==> config.mk <==
export PLATFORM = sky130hd
export DESIGN_NAME = ndpt_ram
export DESIGN_NICKNAME = d
export VERILOG_FILES = /design/src/hdl/ndpt_ram.sv
export SDC_FILE = /design/constraint.sdc
export NUM_CORES = 1
export LEC_CHECK = 0
export BUFFER_PORTS_ARGS = -buffer_cell sky130_fd_sc_hd__buf_2
export CAP_MARGIN = 20
export CORE_ASPECT_RATIO = 1.25
export CORE_MARGIN = 4
export CORE_UTILIZATION = 33
export CTS_CLUSTER_SIZE = 28
export DETAILED_ROUTE_END_ITERATION = 16
export GPL_ROUTABILITY_DRIVEN = 1
export PLACE_DENSITY_LB_ADDON = 0.08
export SETUP_SLACK_MARGIN = 0.05
export SLEW_MARGIN = 15
export SYNTH_ARGS = -nofsm -noshare
export SYNTH_HDL_FRONTEND = slang
export SYNTH_SLANG_ARGS = --single-unit
==> constraint.sdc <==
create_clock -name aclk -period 6.8 [get_ports aclk]
set_input_delay 1.02 -clock aclk [delete_from_list [all_inputs] [get_ports aclk]]
set_output_delay 1.02 -clock aclk [all_outputs]
set_load 0.02 [all_outputs]
==> src/hdl/ndpt_ram.sv <==
// Generic single-port RAM with a registered read port.
// Self-contained; holds the weight store of the neuron core.
module ndpt_ram #(
    parameter int WIDTH = 16,
    parameter int DEPTH = 64
) (
    input  logic                     aclk,
    input  logic                     we,
    input  logic [$clog2(DEPTH)-1:0] addr,
    input  logic [WIDTH-1:0]         wdata,
    output logic [WIDTH-1:0]         rdata
);

    logic [WIDTH-1:0] mem_reg [DEPTH];
    logic [WIDTH-1:0] rdata_reg;

    always_ff @(posedge aclk) begin
        if (we) begin
            mem_reg[addr] <= wdata;
        end
        rdata_reg <= mem_reg[addr];
    end

    assign rdata = rdata_reg;

endmodule

# Word level (Yosys, flattened, before mapping)
# Memories as Yosys holds them, arrays and structs flattened. A register that Yosys moved wholly into a read port is not among the register bits.
# Cells that the tools add are included.
word_totals:
  register_bits: 0
  ramBits: 1024
  in_bits: 24
  elab_cells: 3
  n_memories: 1
classes:
  n_mux: 2
mem_list:
  columns: ["name", "words", "word_bits", "rd", "rd_ports_with_merged_regs", "wr", "line", "source"]
  rows:
  - ["mem_reg", 64, 16, 1, 1, 1, "14", "logic [WIDTH-1:0] mem_reg [DEPTH];"]
ops:
  columns: ["op", "n"]
  rows:
  - ["$mux 1", 2]

# Depth between registers and ports, before layout
# Gate-level depths: netlist of the first run.
logic_depth:
  word_depth: 2
  ltp_mapped: 11

# Worst setup path before layout of the first run
# Ideal clock, no wire load.
synth_timing:
  kind: "input to register"
  startpoint: "in addr[0]"
  endpoint: "mem mem_reg[13][0] (enable)"
  arrival_time_ps: 2997
  path_slack_ps: 3415
  path_stages: 8
  path_cell_list: "buf_4 > nor2b_1 > buf_2 > buf_6 > buf_4 > clkbuf_1 > nand3_1 > nor2_1"
synth_rtl:
  columns: ["element", "line", "source"]
  rows:
  - ["start, declared", "9", "input logic [$clog2(DEPTH)-1:0] addr,"]
  - ["end, declared", "14", null]
# Straight into the memory's write port.

==> results of run 1 <==
## synth_stat cells (10+ instances only)
library cell,number,share of area [%]
buf_4,16,0.30
o221ai_1,14,0.31
o21ai_0,29,0.37
o22ai_1,58,0.92
buf_2,62,0.79
a221oi_1,106,2.4
mux2_2,17,0.48
mux2i_1,154,3.9
nand2_1,40,0.38
clkbuf_1,62,0.59
a22o_1,21,0.47
a22oi_1,196,3.7
o22a_1,27,0.60
a21oi_1,74,0.94
edfxtp_1,1024,78
buf_1,13,0.12
nand3_1,10,0.13
a211oi_1,20,0.38
a31oi_1,23,0.36
nor3_1,10,0.13
nor2_1,159,1.5
dfxtp_1,16,0.81
## cell type report
type                    instances  area, sq um
well taps                    1573         1970
clock inverters                53          327
repair buffers                156         1140
fillers                     11000        73500
flip-flops and latches       1040        31100
diodes                          3         7.51
clock buffers                 141         2850
multi-input cells            1060         7710
inverters                       2         7.51
## worst min-delay path: cells and delay by family, from the launching register on
kind / cells / cell delay [ns]
AO/OA/AOI/OAI: 2 / 0.22
flip-flops: 1 / 0.32
AND/OR/NAND/NOR: 1 / 0.11
## per-stage QoR
stage	std cells	setup WS (ns)	instance area (sq um)	hold slack [ns]
finish	4028	2.80	45100	0.679
global route	4025	2.77	45100	0.735
CTS	4024	2.88	45100	0.690
detailed placement	3830	2.15	41900	0.668
global placement	3825	1.78	41800	0.683
floorplan	2264	3.41	39500	0.572
## kinds of logic (layout without fill, tap and decap cells)
family                 Yosys count  in the layout
flip-flops                    1040           1040
AO/OA/AOI/OAI                  617            617
AND/OR/NAND/NOR                265            265
buffers and inverters          164            352
other                            0              3
multiplexers                   178            178
## path summary, 6_finish.rpt
check,startpoint,to,slack (ns)
max,addr[0],rdata[2],2.80
min reg2reg,mem_reg[41][2],rdata[2],0.68
min,mem_reg[41][2],rdata[2],0.68
max reg2reg,mem_reg[1][2],rdata[2],4.21
## power by group through the flow
stage / clock [mW] / combinational (mW) / sequential (mW)
after floorplan: 0 / 0.352 / 7.27
after global placement: 0 / 0.782 / 7.27
after detailed placement: 0 / 0.788 / 7.27
after CTS: 5.59 / 0.790 / 7.13
after global routing: 5.87 / 0.825 / 7.13
final: 5.46 / 0.776 / 7.13
## layer usage
| metal | vias up | part of all wire, % | global-route usage, % |
|---|---|---|---|
| li1 | 9561 | - | - |
| met1 | 11900 | 44 | 28.8 |
| met2 | 668 | 49 | 34.1 |
| met3 | 104 | 5.4 | 3.25 |
| met4 | 0 | 1.7 | 4.81 |
| met5 | - | 0 | 0 |
==> metrics, run 1 <==
status complete, no violations; Util after Layout 38.0%; vias in the first global route 22200; Crit Path Max Fanout 88; Die Span X roughly 320 microns; synthesized area between 30000 and 40000 sq um; combinational power share 5.8%; CTS H-Tree Depth 3; Critical Path RT roughly 7.4 ns; worst stage delay on the critical path 0.95 ns; Hold Path Class reg -> reg; DRT Pass-1 Iters 6; worst path bufs/invs 3; Worst Setup End Kind register; Adder-Cell Fraction of Synth Area 0%; largest family of logic cells by synthesized area compound AO/OA/AOI/OAI gates; Fin. Hold Viols 0; Max Root-Sink Buffers 3; Power Total approximately 13 mW; Hold Path Depth 3; clock share of power between 40 and 50%; max FFs per register around 1000; crit-path cells buf_4, buf_12, and2_2, buf_4, a22o_1, a2111oi_1, a211oi_1, or4_1; Final TNS setup 0 ns; worst-margin pin slew 1.14 ns; Yosys reg bits 1040; Worst slew margin about 24%; per-cell routed wire length 32.3 microns; Synth Area in Compound Gates 11.5%; Initial Util between 30% and 40%; first-pass GRT wire length approximately 180000 microns; RD Place Congestion between 0.7 and 0.8; final setup vio count 0; Hold-fix buffers, CTS 0; post-synthesis sequential area ratio 78.7%; r2r worst-path depth 5; crit path kind in -> reg; layout cell share with drive strength beyond 1 14.2%; peak supply drop between 0.00015 and 0.0002 V; die height 395 microns; Psw roughly 3.0 mW; main flop type after synthesis edfxtp_1; IO buf count 39; P&R area growth vs syn 14.2%; CP Launch Type primary input; multiplexer area fraction after synthesis roughly 4.8%; largest net degree at the start of global routing 89; slowest cell on the critical path a2111oi_1; syn nets between 2000 and 2500; CORE AREA 119000 sq um; CTS buffer count about 110; Synth Instances roughly 2300; # resized after CTS 0; DRT antenna net count 0; Via density about 5.5; GRT overflow 0; Sink Count ~1000; Clock Latency Late Sink approximately 0.7 ns; XOR/XNOR Fraction of Synth Area 0%; CTS tree done; Sequential Power Share a little over half; clk slew on worst S/H paths 0.06 ns; die area around 130000 sq um; Detailed Route Iter0 Violations ~2300; Worst path depth 8; Final min period 4.00 ns; Yosys cell types between 50 and 60; post-synthesis simple-gate area fraction slightly below 3%; P_int slightly above 10 mW; Most common cell on crit path buf_4; most frequent cells in the layout edfxtp_1 (1024), a22oi_1 (196), mux2i_1 (154); WL final approximately 130000 microns; initial antenna violation count 5; vias post-DR roughly 22000; Leak Pwr ~14 nW; Ports 40; Post-synth EDFFs just over 1000; Total Nets Final between 2000 and 2500; Mean Syn Cell Area between 15 and 20 sq um; Async S/R FF share, synth 0%; Critical Path AT 4.56 ns; Clock Skew between 0.015 and 0.02 ns; Slew Limit Fails 0; CP top delay family compound AO/OA/AOI/OAI gates; achievable frequency around 250 MHz; setup bufs post-CTS 0; Post-DP HPWL between 70000 and 80000 microns; PwrDens 296 nW/um^2; most common cell after layout, fill and taps aside edfxtp_1; fin crit share between 50% and 60%; Root Buffer clkbuf_16; Max-Cap Viols 0; Total GRT Usage 20.7%; # rows about 140; Switching Fraction roughly 23%; RSZ-0062 raised after global routing false; DRC viols 0; Synthesis Warnings 0
Note: power is estimated with default switching activity, not from simulation.
==> run 2, diff against run 1 <==
clock period = 3.7 ns   (was 6.8 ns; I/O delays follow)
==> run 2 against run 1 <==
Net effect:
- via count grew 1.2%
- clock power grew 98%
- register-to-register slack lost 2.9 ns
- largest cell class unchanged
- largest power group unchanged
- die area is the same
- critical path depth is the same
- routed wire length shrank 1.9%
- total power grew 90%
- hold slack lost 0.42 ns
==> metrics, run 2 (same netlist as run 1, synthesis figures left out) <==
peak supply drop 0.000316 V (was 0.000196 V); worst-margin pin slew 1.11 ns (was 1.14 ns); CTS H-Tree Depth 3 (unchanged); first-pass GRT wire length 179000 microns (was 183000 microns); RD Place Congestion 0.833 (was 0.796); GRT overflow 0 (unchanged); Root Buffer clkbuf_16 (unchanged); CORE AREA 119000 sq um (unchanged); Fin. Hold Viols 0 (unchanged); Hold Path Class in -> reg (was reg -> reg); most frequent cells in the layout edfxtp_1 (1024), a22oi_1 (196), buf_4 (182) (was edfxtp_1 (1024), a22oi_1 (196), mux2i_1 (154)); Via density 5.46 (was 5.51); Ports 40 (unchanged); IO buf count 39 (unchanged); RSZ-0062 raised after global routing false (unchanged); DRT Pass-1 Iters 5 (was 6); design area 46300 sq um (was 45100 sq um); Power Total 25.4 mW (was 13.4 mW); Sink Count 1040 (unchanged); Detailed Route Iter0 Violations 2096 (was 2286); Critical Path AT 3.37 ns (was 4.56 ns); most common cell after layout, fill and taps aside edfxtp_1 (unchanged); dpl cell area 42800 sq um (was 41900 sq um); crit path kind in -> reg (unchanged); die area 125000 sq um (unchanged); cell total after placement 3920 (was 3830); final hold slack 0.261 ns (was 0.679 ns); Total Nets Final 2479 (was 2391); status complete, no violations (unchanged); Post-DP HPWL 82300 microns (was 77900 microns); vias in the first global route 22600 (was 22200); largest net degree at the start of global routing 65 (was 89); number of fill cells 10900 (was 11000); Clock Skew 0.0235 ns (was 0.0182 ns); Place WS 0.204 ns (was 2.15 ns); final setup vio count 0 (unchanged); Final TNS setup 0 ns (unchanged); Slew Limit Fails 0 (unchanged); reg2reg setup slack 1.27 ns (was 4.21 ns); DRC viols 0 (unchanged); reg2reg end rdata[4] (was rdata[2]); WL final 128000 microns (was 130000 microns); Die Span X 317 microns (unchanged); final non-filler cell total 4112 (was 4028); layout cell share with drive strength beyond 1 17.4% (was 14.2%); Crit Path Max Fanout 25 (was 88); per-cell routed wire length 31.1 microns (was 32.3 microns); achievable frequency 352 MHz; Util after Layout 39.0% (was 38.0%); CP Launch Type primary input (unchanged); Final min period 2.84 ns; Worst Setup End Kind register (unchanged); Worst R2R Start mem_reg[30][4] (was mem_reg[1][2]); Max-Cap Viols 0 (unchanged); Critical Path RT 4.22 ns (was 7.36 ns); setup bufs post-CTS 0 (unchanged); CTS tree done (unchanged); die height 395 microns (unchanged); Max Root-Sink Buffers 3 (unchanged); r2r worst-path depth 5 (unchanged); # resized after CTS 0 (unchanged); fin crit share between 70% and 80%; CP startpoint addr[0] (unchanged); Total GRT Usage 20.2% (was 20.7%); HP Start wdata[13] (was mem_reg[41][2]); max FFs per register 1024 (unchanged); Worst slew margin 25.5% (was 24.1%); DRT antenna net count 0 (unchanged); Initial Util 33.3% (unchanged); Setup crit end rdata[8] (was rdata[2]); CTS buffer count 106 (was 107); Hold-fix buffers, CTS 0 (unchanged); Leak Pwr 14.9 nW (was 14.2 nW); Clock Latency Late Sink 0.69 ns (was 0.70 ns); setup slack after layout 0.857 ns (was 2.80 ns); P&R area growth vs syn 17.2% (was 14.2%); clk slew on worst S/H paths 0.06 ns (about the same); # rows 141 (unchanged); PwrDens 548 nW/um^2 (was 296 nW/um^2); initial antenna violation count 10 (was 5); Hold Path Depth 1 (was 3); vias post-DR 22500 (was 22200)
[run 2: cell count changes in the layout (fill, tap and decap cells not counted), moves of 3 or more]
cell / previous run / this run
a2111oi_0: 5 / 8
buf_12: 3 / 25
buf_4: 110 / 182
bufinv_16: 3 / 12
clkbuf_1: 32 / 20
clkbuf_8: 1 / 6
clkinv_2: 24 / 17
nor2_4: 5 / 2
[run 2: report_power, final]
group	internal, mW	switching, mW
clock network	6.36	4.42
logic	0.428	1.07
registers	13.0	0.0534
total	19.8	5.54
[run 2: cell type report]
| class | instances | area, sq um | share of cell area [%] |
|---|---|---|---|
| clock buffer | 136 | 2920 | 6.31 |
| timing repair buffer | 245 | 2080 | 4.49 |
| multi-input combinational | 1060 | 7670 | 16.6 |
| tap | 1573 | 1970 | 4.25 |
| inverter | 2 | 7.51 | 0.0162 |
| sequential | 1040 | 31100 | 67.1 |
| clock inverter | 53 | 552 | 1.19 |
| antenna | 3 | 7.51 | 0.0162 |
[run 2: worst min path at each step]
stage / to
floorplan: rdata[11]
global placement: rdata[14]
detailed placement: rdata[1]
CTS: mem_reg[29][13]
global route: mem_reg[28][13]
finish: mem_reg[29][13]
[run 2: worst max-delay path, cell delays in order]
cell	delay (ns)
buf_4	0.30
buf_12	0.23
nor2_4	0.09
buf_4	0.26
buf_4	0.21
a311oi_1	0.58
o221ai_1	0.47
or4_1	0.60
[run 2: metal layers]
metal	wire, microns	GRT usage [%]
met4	3210	5.79
met1	53500	26.9
met3	7370	3.08
met2	63700	34.3
met5	21	0
